===== src/sv/hsc_pkg.sv =====
// ----------------------------------------------------------------------------
// hsc_pkg
// Shared types, constants and bit-placement functions for the Hamming
// single-error-correcting codec.
// ----------------------------------------------------------------------------
package hsc_pkg;

    localparam int WORD_W        = 63;
    localparam int DATA_W        = 57;
    localparam int POS_W         = 6;
    localparam int DATA_LENGTH_W = 6;
    localparam int PADDR_W       = 3;
    localparam int PDATA_W       = 32;
    localparam int MAX_DATA_BITS_DEFAULT = 57;

    localparam logic [DATA_LENGTH_W-1:0] DATA_LENGTH_RESET = 6'd4;

    // register index, taken from paddr[2]
    localparam logic REG_DATA_LENGTH = 1'b0;

    typedef enum logic {
        CMD_ENCODE = 1'b0,
        CMD_DECODE = 1'b1
    } cmd_t;

    typedef struct packed {
        cmd_t             cmd;
        logic [POS_W-1:0] code_len;
    } ctrl_t;

    // least m with 2^m >= k + m + 1
    function automatic logic [POS_W-1:0] parity_count(input logic [DATA_LENGTH_W-1:0] k);
        logic [POS_W-1:0] m;
        m = 6'd6;
        for (int i = 6; i >= 0; i--)
        begin
            if ((8'd1 << i) >= (8'(k) + 8'(i) + 8'd1))
            begin
                m = 6'(i);
            end
        end
        return m;
    endfunction

    function automatic logic [WORD_W-1:0] low_mask(input logic [POS_W-1:0] n);
        logic [WORD_W-1:0] mask;
        for (int i = 0; i < WORD_W; i++)
        begin
            mask[i] = (7'(i) < 7'(n));
        end
        return mask;
    endfunction

    // data bits go to the non-power-of-two positions, in ascending order
    function automatic logic [WORD_W-1:0] scatter(input logic [DATA_W-1:0] data);
        logic [WORD_W-1:0] word;
        int d;
        word = '0;
        d    = 0;
        for (int p = 1; p <= WORD_W; p++)
        begin
            if ((p & (p - 1)) != 0)
            begin
                word[p-1] = data[d];
                d++;
            end
        end
        return word;
    endfunction

    function automatic logic [DATA_W-1:0] gather(input logic [WORD_W-1:0] word);
        logic [DATA_W-1:0] data;
        int d;
        data = '0;
        d    = 0;
        for (int p = 1; p <= WORD_W; p++)
        begin
            if ((p & (p - 1)) != 0)
            begin
                data[d] = word[p-1];
                d++;
            end
        end
        return data;
    endfunction

    // XOR of the 1-based indices of all set positions
    function automatic logic [POS_W-1:0] syndrome(input logic [WORD_W-1:0] word);
        logic [POS_W-1:0] s;
        s = '0;
        for (int p = 1; p <= WORD_W; p++)
        begin
            if (word[p-1])
            begin
                s = s ^ POS_W'(p);
            end
        end
        return s;
    endfunction

endpackage


===== src/sv/hsc_apb_regs.sv =====
// ----------------------------------------------------------------------------
// hsc_apb_regs
// APB-style register port holding the data length setting.
// ----------------------------------------------------------------------------
module hsc_apb_regs
(
    input  logic                                  clk,
    input  logic                                  rst_n,
    input  logic                                  psel,
    input  logic                                  penable,
    input  logic                                  pwrite,
    input  logic [hsc_pkg::PADDR_W-1:0]           paddr,
    input  logic [hsc_pkg::PDATA_W-1:0]           pwdata,
    output logic [hsc_pkg::PDATA_W-1:0]           prdata,
    output logic                                  pready,
    output logic [hsc_pkg::DATA_LENGTH_W-1:0]     data_length
);

    logic [hsc_pkg::DATA_LENGTH_W-1:0] data_length_reg;
    logic [hsc_pkg::DATA_LENGTH_W-1:0] data_length_next;
    logic                              wr_en;

    assign pready = 1'b1;
    assign wr_en  = psel && penable && pwrite && (paddr[2] == hsc_pkg::REG_DATA_LENGTH);

    always_comb
    begin
        data_length_next = data_length_reg;
        if (wr_en)
        begin
            data_length_next = pwdata[hsc_pkg::DATA_LENGTH_W-1:0];
        end
    end

    always_ff @(posedge clk or negedge rst_n)
    begin
        if (!rst_n)
        begin
            data_length_reg <= hsc_pkg::DATA_LENGTH_RESET;
        end
        else
        begin
            data_length_reg <= data_length_next;
        end
    end

    always_comb
    begin
        unique case (paddr[2])
            hsc_pkg::REG_DATA_LENGTH:
                prdata = hsc_pkg::PDATA_W'(data_length_reg);
            default:
                prdata = '0;
        endcase
    end

    assign data_length = data_length_reg;

endmodule


===== src/sv/hsc_place.sv =====
// ----------------------------------------------------------------------------
// hsc_place
// Stage 1: length clamp, codeword length, data placement or codeword mask.
// ----------------------------------------------------------------------------
module hsc_place
#(
    parameter int MAX_DATA_BITS = hsc_pkg::MAX_DATA_BITS_DEFAULT
)
(
    input  logic                              clk,
    input  logic                              rst_n,
    input  logic [hsc_pkg::DATA_LENGTH_W-1:0] data_length,
    input  logic                              in_valid,
    input  logic                              command,
    input  logic [hsc_pkg::WORD_W-1:0]        payload,
    output logic                              ready,
    input  logic                              dn_ready,
    output logic                              valid,
    output hsc_pkg::ctrl_t                    ctrl,
    output logic [hsc_pkg::WORD_W-1:0]        word
);

    logic                              valid_reg;
    logic                              valid_next;
    hsc_pkg::ctrl_t                    ctrl_reg;
    hsc_pkg::ctrl_t                    ctrl_next;
    logic [hsc_pkg::WORD_W-1:0]        word_reg;
    logic [hsc_pkg::WORD_W-1:0]        word_next;
    logic [hsc_pkg::DATA_LENGTH_W-1:0] k;
    logic [hsc_pkg::POS_W-1:0]         n;
    logic [hsc_pkg::WORD_W-1:0]        k_mask;
    logic [hsc_pkg::DATA_W-1:0]        data_masked;

    assign ready = !valid_reg || dn_ready;

    always_comb
    begin
        if (data_length == '0)
        begin
            k = 6'd1;
        end
        else if (data_length > hsc_pkg::DATA_LENGTH_W'(MAX_DATA_BITS))
        begin
            k = hsc_pkg::DATA_LENGTH_W'(MAX_DATA_BITS);
        end
        else
        begin
            k = data_length;
        end
    end

    assign n           = hsc_pkg::POS_W'(k) + hsc_pkg::parity_count(k);
    assign k_mask      = hsc_pkg::low_mask(hsc_pkg::POS_W'(k));
    assign data_masked = payload[hsc_pkg::DATA_W-1:0] & k_mask[hsc_pkg::DATA_W-1:0];

    always_comb
    begin
        valid_next = valid_reg;
        ctrl_next  = ctrl_reg;
        word_next  = word_reg;
        if (ready)
        begin
            valid_next         = in_valid;
            ctrl_next.cmd      = hsc_pkg::cmd_t'(command);
            ctrl_next.code_len = n;
            if (hsc_pkg::cmd_t'(command) == hsc_pkg::CMD_ENCODE)
            begin
                word_next = hsc_pkg::scatter(data_masked);
            end
            else
            begin
                word_next = payload & hsc_pkg::low_mask(n);
            end
        end
    end

    always_ff @(posedge clk or negedge rst_n)
    begin
        if (!rst_n)
        begin
            valid_reg <= 1'b0;
        end
        else
        begin
            valid_reg <= valid_next;
        end
    end

    always_ff @(posedge clk)
    begin
        ctrl_reg <= ctrl_next;
        word_reg <= word_next;
    end

    assign valid = valid_reg;
    assign ctrl  = ctrl_reg;
    assign word  = word_reg;

endmodule


===== src/sv/hsc_syndrome.sv =====
// ----------------------------------------------------------------------------
// hsc_syndrome
// Stage 2: syndrome XOR trees over the masked word.
// ----------------------------------------------------------------------------
module hsc_syndrome
(
    input  logic                        clk,
    input  logic                        rst_n,
    input  logic                        up_valid,
    input  hsc_pkg::ctrl_t              up_ctrl,
    input  logic [hsc_pkg::WORD_W-1:0]  up_word,
    output logic                        ready,
    input  logic                        dn_ready,
    output logic                        valid,
    output hsc_pkg::ctrl_t              ctrl,
    output logic [hsc_pkg::WORD_W-1:0]  word,
    output logic [hsc_pkg::POS_W-1:0]   syn
);

    logic                        valid_reg;
    logic                        valid_next;
    hsc_pkg::ctrl_t              ctrl_reg;
    hsc_pkg::ctrl_t              ctrl_next;
    logic [hsc_pkg::WORD_W-1:0]  word_reg;
    logic [hsc_pkg::WORD_W-1:0]  word_next;
    logic [hsc_pkg::POS_W-1:0]   syn_reg;
    logic [hsc_pkg::POS_W-1:0]   syn_next;

    assign ready = !valid_reg || dn_ready;

    always_comb
    begin
        valid_next = valid_reg;
        ctrl_next  = ctrl_reg;
        word_next  = word_reg;
        syn_next   = syn_reg;
        if (ready)
        begin
            valid_next = up_valid;
            ctrl_next  = up_ctrl;
            word_next  = up_word;
            syn_next   = hsc_pkg::syndrome(up_word);
        end
    end

    always_ff @(posedge clk or negedge rst_n)
    begin
        if (!rst_n)
        begin
            valid_reg <= 1'b0;
        end
        else
        begin
            valid_reg <= valid_next;
        end
    end

    always_ff @(posedge clk)
    begin
        ctrl_reg <= ctrl_next;
        word_reg <= word_next;
        syn_reg  <= syn_next;
    end

    assign valid = valid_reg;
    assign ctrl  = ctrl_reg;
    assign word  = word_reg;
    assign syn   = syn_reg;

endmodule


===== src/sv/hsc_correct.sv =====
// ----------------------------------------------------------------------------
// hsc_correct
// Stage 3: parity insertion or single-bit correction, data extraction,
// output register.
// ----------------------------------------------------------------------------
module hsc_correct
(
    input  logic                        clk,
    input  logic                        rst_n,
    input  logic                        up_valid,
    input  hsc_pkg::ctrl_t              up_ctrl,
    input  logic [hsc_pkg::WORD_W-1:0]  up_word,
    input  logic [hsc_pkg::POS_W-1:0]   up_syn,
    output logic                        ready,
    input  logic                        dn_stall,
    output logic                        valid,
    output logic [hsc_pkg::WORD_W-1:0]  codeword_out,
    output logic [hsc_pkg::DATA_W-1:0]  data_out,
    output logic [hsc_pkg::POS_W-1:0]   error_location,
    output logic                        error_corrected,
    output logic                        syndrome_out_of_range
);

    logic                        valid_reg;
    logic                        valid_next;
    logic [hsc_pkg::WORD_W-1:0]  cw_reg;
    logic [hsc_pkg::WORD_W-1:0]  cw_next;
    logic [hsc_pkg::DATA_W-1:0]  data_reg;
    logic [hsc_pkg::DATA_W-1:0]  data_next;
    logic [hsc_pkg::POS_W-1:0]   pos_reg;
    logic [hsc_pkg::POS_W-1:0]   pos_next;
    logic                        corr_reg;
    logic                        corr_next;
    logic                        oor_reg;
    logic                        oor_next;
    logic [hsc_pkg::WORD_W-1:0]  enc_word;
    logic [hsc_pkg::WORD_W-1:0]  flip;
    logic [hsc_pkg::WORD_W-1:0]  dec_word;
    logic                        oor;
    logic                        corr;

    assign ready = !valid_reg || !dn_stall;

    // parity at position 2^j taken straight from syndrome bit j
    always_comb
    begin
        enc_word = up_word;
        for (int j = 0; j < hsc_pkg::POS_W; j++)
        begin
            enc_word[(1 << j) - 1] = up_word[(1 << j) - 1] | up_syn[j];
        end
    end

    assign oor  = up_syn > up_ctrl.code_len;
    assign corr = (up_syn != '0) && !oor;

    always_comb
    begin
        flip = '0;
        for (int p = 1; p <= hsc_pkg::WORD_W; p++)
        begin
            flip[p-1] = corr && (up_syn == hsc_pkg::POS_W'(p));
        end
    end

    assign dec_word = up_word ^ flip;

    always_comb
    begin
        valid_next = valid_reg;
        cw_next    = cw_reg;
        data_next  = data_reg;
        pos_next   = pos_reg;
        corr_next  = corr_reg;
        oor_next   = oor_reg;
        if (ready)
        begin
            valid_next = up_valid;
            if (up_ctrl.cmd == hsc_pkg::CMD_ENCODE)
            begin
                cw_next   = enc_word;
                data_next = hsc_pkg::gather(up_word);
                pos_next  = '0;
                corr_next = 1'b0;
                oor_next  = 1'b0;
            end
            else
            begin
                cw_next   = dec_word;
                data_next = hsc_pkg::gather(dec_word);
                pos_next  = up_syn;
                corr_next = corr;
                oor_next  = oor;
            end
        end
    end

    always_ff @(posedge clk or negedge rst_n)
    begin
        if (!rst_n)
        begin
            valid_reg <= 1'b0;
        end
        else
        begin
            valid_reg <= valid_next;
        end
    end

    always_ff @(posedge clk)
    begin
        cw_reg   <= cw_next;
        data_reg <= data_next;
        pos_reg  <= pos_next;
        corr_reg <= corr_next;
        oor_reg  <= oor_next;
    end

    assign valid                 = valid_reg;
    assign codeword_out          = cw_reg;
    assign data_out              = data_reg;
    assign error_location        = pos_reg;
    assign error_corrected       = corr_reg;
    assign syndrome_out_of_range = oor_reg;

endmodule


===== src/sv/hamming_sec_codec.sv =====
// ----------------------------------------------------------------------------
// hamming_sec_codec
// Hamming single-error-correcting encoder/decoder, three-stage pipeline.
// ----------------------------------------------------------------------------
// Input channel: item_valid / item_stall with command and payload. A transfer
// happens on a rising edge with item_valid high and item_stall low.
// Command encode places payload data bits into a codeword; command decode
// computes the syndrome, flips the indicated bit and extracts the data.
// Output channel: result_valid / result_stall with the five result fields.
// An accepted item is registered in turn in the place/mask, syndrome and
// correct/output register stages, and result_valid comes from the last.
// Throughput: one transfer per cycle while result_stall is low; each stage
// holds one item, and the widest path is the 63-input syndrome XOR tree in
// stage 2. A stalled result holds in the output register; upstream stages
// keep filling until every stage is full, then item_stall rises.
// Reset empties the pipeline and sets data_length to 4 (7-bit codeword).
// data_length is written through the APB port at byte address 0; the user
// must write it only while idle, which the block does not enforce.
// ----------------------------------------------------------------------------
module hamming_sec_codec
#(
    parameter int MAX_DATA_BITS = hsc_pkg::MAX_DATA_BITS_DEFAULT
)
(
    input  logic                         clk,
    input  logic                         rst_n,
    input  logic                         psel,
    input  logic                         penable,
    input  logic                         pwrite,
    input  logic [hsc_pkg::PADDR_W-1:0]  paddr,
    input  logic [hsc_pkg::PDATA_W-1:0]  pwdata,
    output logic [hsc_pkg::PDATA_W-1:0]  prdata,
    output logic                         pready,
    input  logic                         item_valid,
    output logic                         item_stall,
    input  logic                         command,
    input  logic [hsc_pkg::WORD_W-1:0]   payload,
    output logic                         result_valid,
    input  logic                         result_stall,
    output logic [hsc_pkg::WORD_W-1:0]   codeword_out,
    output logic [hsc_pkg::DATA_W-1:0]   data_out,
    output logic [hsc_pkg::POS_W-1:0]    error_location,
    output logic                         error_corrected,
    output logic                         syndrome_out_of_range
);

    logic [hsc_pkg::DATA_LENGTH_W-1:0] data_length;
    logic                              s1_ready;
    logic                              s1_valid;
    hsc_pkg::ctrl_t                    s1_ctrl;
    logic [hsc_pkg::WORD_W-1:0]        s1_word;
    logic                              s2_ready;
    logic                              s2_valid;
    hsc_pkg::ctrl_t                    s2_ctrl;
    logic [hsc_pkg::WORD_W-1:0]        s2_word;
    logic [hsc_pkg::POS_W-1:0]         s2_syn;
    logic                              s3_ready;

    hsc_apb_regs u_regs
    (
        .clk         (clk),
        .rst_n       (rst_n),
        .psel        (psel),
        .penable     (penable),
        .pwrite      (pwrite),
        .paddr       (paddr),
        .pwdata      (pwdata),
        .prdata      (prdata),
        .pready      (pready),
        .data_length (data_length)
    );

    hsc_place
    #(
        .MAX_DATA_BITS (MAX_DATA_BITS)
    )
    u_place
    (
        .clk         (clk),
        .rst_n       (rst_n),
        .data_length (data_length),
        .in_valid    (item_valid),
        .command     (command),
        .payload     (payload),
        .ready       (s1_ready),
        .dn_ready    (s2_ready),
        .valid       (s1_valid),
        .ctrl        (s1_ctrl),
        .word        (s1_word)
    );

    hsc_syndrome u_syndrome
    (
        .clk      (clk),
        .rst_n    (rst_n),
        .up_valid (s1_valid),
        .up_ctrl  (s1_ctrl),
        .up_word  (s1_word),
        .ready    (s2_ready),
        .dn_ready (s3_ready),
        .valid    (s2_valid),
        .ctrl     (s2_ctrl),
        .word     (s2_word),
        .syn      (s2_syn)
    );

    hsc_correct u_correct
    (
        .clk                   (clk),
        .rst_n                 (rst_n),
        .up_valid              (s2_valid),
        .up_ctrl               (s2_ctrl),
        .up_word               (s2_word),
        .up_syn                (s2_syn),
        .ready                 (s3_ready),
        .dn_stall              (result_stall),
        .valid                 (result_valid),
        .codeword_out          (codeword_out),
        .data_out              (data_out),
        .error_location        (error_location),
        .error_corrected       (error_corrected),
        .syndrome_out_of_range (syndrome_out_of_range)
    );

    assign item_stall = !s1_ready;

    a_corr_has_pos: assert property (@(posedge clk) disable iff (!rst_n)
        (result_valid && error_corrected) |-> (error_location != '0))
        else $error("corrected result with zero error location");

    a_corr_oor_excl: assert property (@(posedge clk) disable iff (!rst_n)
        result_valid |-> !(error_corrected && syndrome_out_of_range))
        else $error("correction and out-of-range flagged together");

    a_no_stall_flow: assert property (@(posedge clk) disable iff (!rst_n)
        !result_stall |-> !item_stall)
        else $error("input stalled while output is not stalled");

    a_fill_then_stall: assert property (@(posedge clk) disable iff (!rst_n)
        (s1_valid && s2_valid && result_valid && result_stall) |-> item_stall)
        else $error("full pipeline accepting under output stall");

endmodule


===== config.mk =====
export PLATFORM = sky130hd
export DESIGN_NAME = hamming_sec_codec
export DESIGN_NICKNAME = d
export VERILOG_FILES = /design/src/sv/hsc_pkg.sv /design/src/sv/hsc_apb_regs.sv /design/src/sv/hsc_place.sv /design/src/sv/hsc_syndrome.sv /design/src/sv/hsc_correct.sv /design/src/sv/hamming_sec_codec.sv
export SDC_FILE = /design/constraint.sdc
export NUM_CORES = 1
export LEC_CHECK = 0
export BUFFER_PORTS_ARGS = -buffer_cell sky130_fd_sc_hd__buf_4
export CAP_MARGIN = 15
export CORE_MARGIN = 8
export CORE_UTILIZATION = 35
export CTS_BUF_LIST = sky130_fd_sc_hd__clkbuf_16
export CTS_CLUSTER_DIAMETER = 50
export DETAILED_ROUTE_END_ITERATION = 7
export HOLD_SLACK_MARGIN = 0.05
export SLEW_MARGIN = 20
export SYNTH_ARGS = -nofsm -noshare
export SYNTH_HDL_FRONTEND = slang
export SYNTH_HIERARCHICAL = 1
export SYNTH_SLANG_ARGS = --single-unit

===== constraint.sdc =====
create_clock -name clk -period 8.7 [get_ports clk]
set_input_delay 1.305 -clock clk [delete_from_list [all_inputs] [get_ports clk]]
set_output_delay 1.305 -clock clk [all_outputs]
set_load 0.02 [all_outputs]

==> impl_metrics.env <==
export IMPL_track_usage=0.175
export IMPL_status="completed"
export IMPL_cpPeakStageDelay_ns=0.55
export IMPL_path_class="register to register"
export IMPL_global_route_wire_length_before_repair_um=58500
export IMPL_port_buffer_count=213
export IMPL_mostFrequentLayoutCell="sky130_fd_sc_hd__buf_4"
export IMPL_fill_cells=3506
export IMPL_setup_viols_final=0
export IMPL_number_of_antenna_violations_at_the_first_check_in_global_routing=0
export IMPL_postCtsSetupBuffers=0
export IMPL_cp_max_fo=34
export IMPL_synthDominantCellAreaShare=0.502
export IMPL_tightest_slew_ns=1.08
export IMPL_grt_remaining_overflow=0
export IMPL_layout_worst_path_cycle_share=0.723
export IMPL_cp_num_buf_inv=3
export IMPL_fp_rows=70
export IMPL_maxCapViolations=0
export IMPL_clock_pin_slew_of_the_registers_on_the_worst_case_setup_and_hold_paths_ns=0.06
export IMPL_worst_slew_margin_rel=0.280
export IMPL_dpl_hpwl_um=30900
export IMPL_synth_top_family_by_area="XOR/XNOR gates"
export IMPL_final_cells=1713
export IMPL_cts_hold_buf=0
export IMPL_synth_edf_count=217
export IMPL_critPathTopFamily="simple AND/OR/NAND/NOR gates"
export IMPL_synth_flop_cell="sky130_fd_sc_hd__edfxtp_1"
export IMPL_post_synth_main_area_contributors="sky130_fd_sc_hd__edfxtp_1, sky130_fd_sc_hd__xnor3_1, sky130_fd_sc_hd__buf_4, sky130_fd_sc_hd__xor2_1, sky130_fd_sc_hd__xnor2_1"
export IMPL_synth_compound_gate_area_share=0.107
export IMPL_postSynthAreaPerCell_um2=12.0
export IMPL_die_outline_area_um2=43500
export IMPL_synth_sequential_area_ratio=0.520
export IMPL_ff2ff_setup_slack_ns=2.41
export IMPL_timing_critical_path_arrival_ns=6.54
export IMPL_cellPowerDensity_nw_per_um2=384
export IMPL_syn_to_final_growth_pct=17.9
export IMPL_most_common_layout_cells="sky130_fd_sc_hd__buf_4, sky130_fd_sc_hd__edfxtp_1, sky130_fd_sc_hd__nand2_1"
export IMPL_p_leak_nw=6.31
export IMPL_totalWireLength_um=39900
export IMPL_cts_buffers=28
export IMPL_drt_iter0_markers=701
export IMPL_cts_sinks=226
export IMPL_synthesized_instance_count=1085
export IMPL_critical_path_slowest_cell="sky130_fd_sc_hd__xnor2_2"
export IMPL_postCtsResizedCells=0
export IMPL_p_total_mw=5.87
export IMPL_synthXorXnorAreaFrac=0.135
export IMPL_fmax_mhz=159
export IMPL_gpl_final_weighted_congestion=0.892
export IMPL_routed_wire_length_per_instance_um=23.3
export IMPL_n_antenna_cell=0
export IMPL_ioPinCount=269
export IMPL_place_area_um2=14400
export IMPL_synth_simple_area_share=0.121
export IMPL_cp_cell_instances="buf_4 > nand3_4 > nand2_1 > inv_1 > ha_1 > nor4b_1 > a2111oi_0 > o2111ai_1 > o21ai_0 > o32ai_1 > ha_1 > inv_1 > fa_1 > nor2b_1 > o21ai_1 > xnor2_2 > nand2_1 > o311ai_0 > o21ai_0"
export IMPL_htree_levels=1
export IMPL_fin_crit_ns=6.29
export IMPL_worst_skew_pair_late_latency_ns=0.56
export IMPL_pin_count_of_the_biggest_net_entering_global_routing=79
export IMPL_tritoncts="done"
export IMPL_first_global_vias=9059
export IMPL_cp_end_kind="register"
export IMPL_crit_required_ns=8.95
export IMPL_die_h_um=209
export IMPL_proportion_of_layout_cells_with_a_drive_suffix_above_1=0.261
export IMPL_timing_final_hold_violations=0
export IMPL_yosys_area_share_adder=0.0257
export IMPL_vias_per_cell=5.16
export IMPL_nets=1357
export IMPL_finish_utilization=0.419
export IMPL_route_vias_total=8845
export IMPL_worstHoldPathType="register to register"
export IMPL_initial_utilization=0.355
export IMPL_coreArea_um2=36500
export IMPL_critical_path_startpoint_type="register"
export IMPL_root_buffer="sky130_fd_sc_hd__clkbuf_16"
export IMPL_library_cells_used_by_synthesis=80
export IMPL_clock_tree_buffer_depth=3
export IMPL_yosysWarningCount=6
export IMPL_grt_setup_unrepaired="no"
export IMPL_post_synth_mux_area_share=0.00907
export IMPL_drc=0
export IMPL_firstDrtPassIters=5
export IMPL_timing_max_transition_violations_final=0
export IMPL_finClkSkew_ns=0.0290
export IMPL_design_area_um2=15300
export IMPL_yosysTopAreaCell="sky130_fd_sc_hd__edfxtp_1"
export IMPL_postRouteAntennaNets=0
export IMPL_numPlacedInstances=1663
export IMPL_vdd_ir_drop_worst_uv=253
export IMPL_horiz_die_dim_um=209
export IMPL_totalNegativeSetupSlack_ns=0
export IMPL_yosys_register_bits=226
export IMPL_mappedNetlistArea_um2=13000
export IMPL_postSynth_asyncResetShare=0.0398
layout make-up:
type	count	area (um^2)	area share
Clock buffer	28	701	0.0458
Clock inverter	22	166	0.0109
Inverter	40	150	0.00982
Multi-Input combinational cell	708	5290	0.346
Sequential cell	226	6740	0.441
Tap cell	468	586	0.0383
Timing Repair Buffer	221	1660	0.108
per-stage QoR:
stage                     setup WS, ns  hold slack, ns
final                             2.41           0.416
after global placement            2.58           0.408
after detailed placement          2.52           0.408
after floorplan                  0.151           0.400
after global routing              1.96           0.439
after CTS                         2.51           0.422
path summary, 6_finish.rpt:
path | startpoint | endpoint | cells past startpoint
hold / removal | u_place/ctrl[3]$_DFFE_PP_ | u_syndrome/ctrl[3]$_DFFE_PP_ | 0
setup / recovery | u_regs/data_length[4]$_DFFE_PN0P_ | u_place/word[2]$_DFFE_PP_ | 19
max in group asynchronous | rst_n | u_regs/data_length[2]$_DFFE_PN1P_ | 1
setup reg to reg | u_regs/data_length[4]$_DFFE_PN0P_ | u_place/word[2]$_DFFE_PP_ | 19
min in group asynchronous | rst_n | u_correct/valid$_DFFE_PN0P_ | 1
hold reg to reg | u_place/ctrl[3]$_DFFE_PP_ | u_syndrome/ctrl[3]$_DFFE_PP_ | 0
cell families after synthesis:
| logic type | count (synthesis) |
|---|---|
| AND/OR/NAND/NOR | 291 |
| flip-flops | 226 |
| AO/OA/AOI/OAI | 201 |
| buffers and inverters | 176 |
| XOR/XNOR | 152 |
| adder cells (fa/ha/maj) | 26 |
| multiplexers | 11 |
| other | 2 |
layer usage:
metal  share of wire  GRT usage  vias to the layer above  routed length (um)
li1                -          -                     4107                   -
met5               0          0                        -                   0
met4           0.028     0.0509                        0                1110
met1            0.43      0.229                     4258               17000
met2            0.47      0.287                      410               18600
met3           0.080     0.0413                       70                3190
report_power, final:
part | internal [mW] | switching [mW]
clock | 0.598 | 0.462
sequential | 1.65 | 0.247
combinational | 1.28 | 1.64
Yosys cell counts, drive strengths merged (5+ instances only):
master,instances
a21oi,37
ha,25
a21boi,5
nand2b,18
buf,115
o21ai,74
nand4,7
and2,8
edfxtp,217
o32ai,10
o211ai,9
nor2,34
a211oi,6
and2b,6
nor2b,13
clkbuf,21
a31oi,7
inv,40
nor3,69
mux2,6
and3,6
nand3b,5
a32o,5
nand2,85
xnor3,29
o22ai,11
xnor2,57
nand3,27
xor2,66
dfrtp,8
mux2i,5
Power figures use the tool's default switching activity.
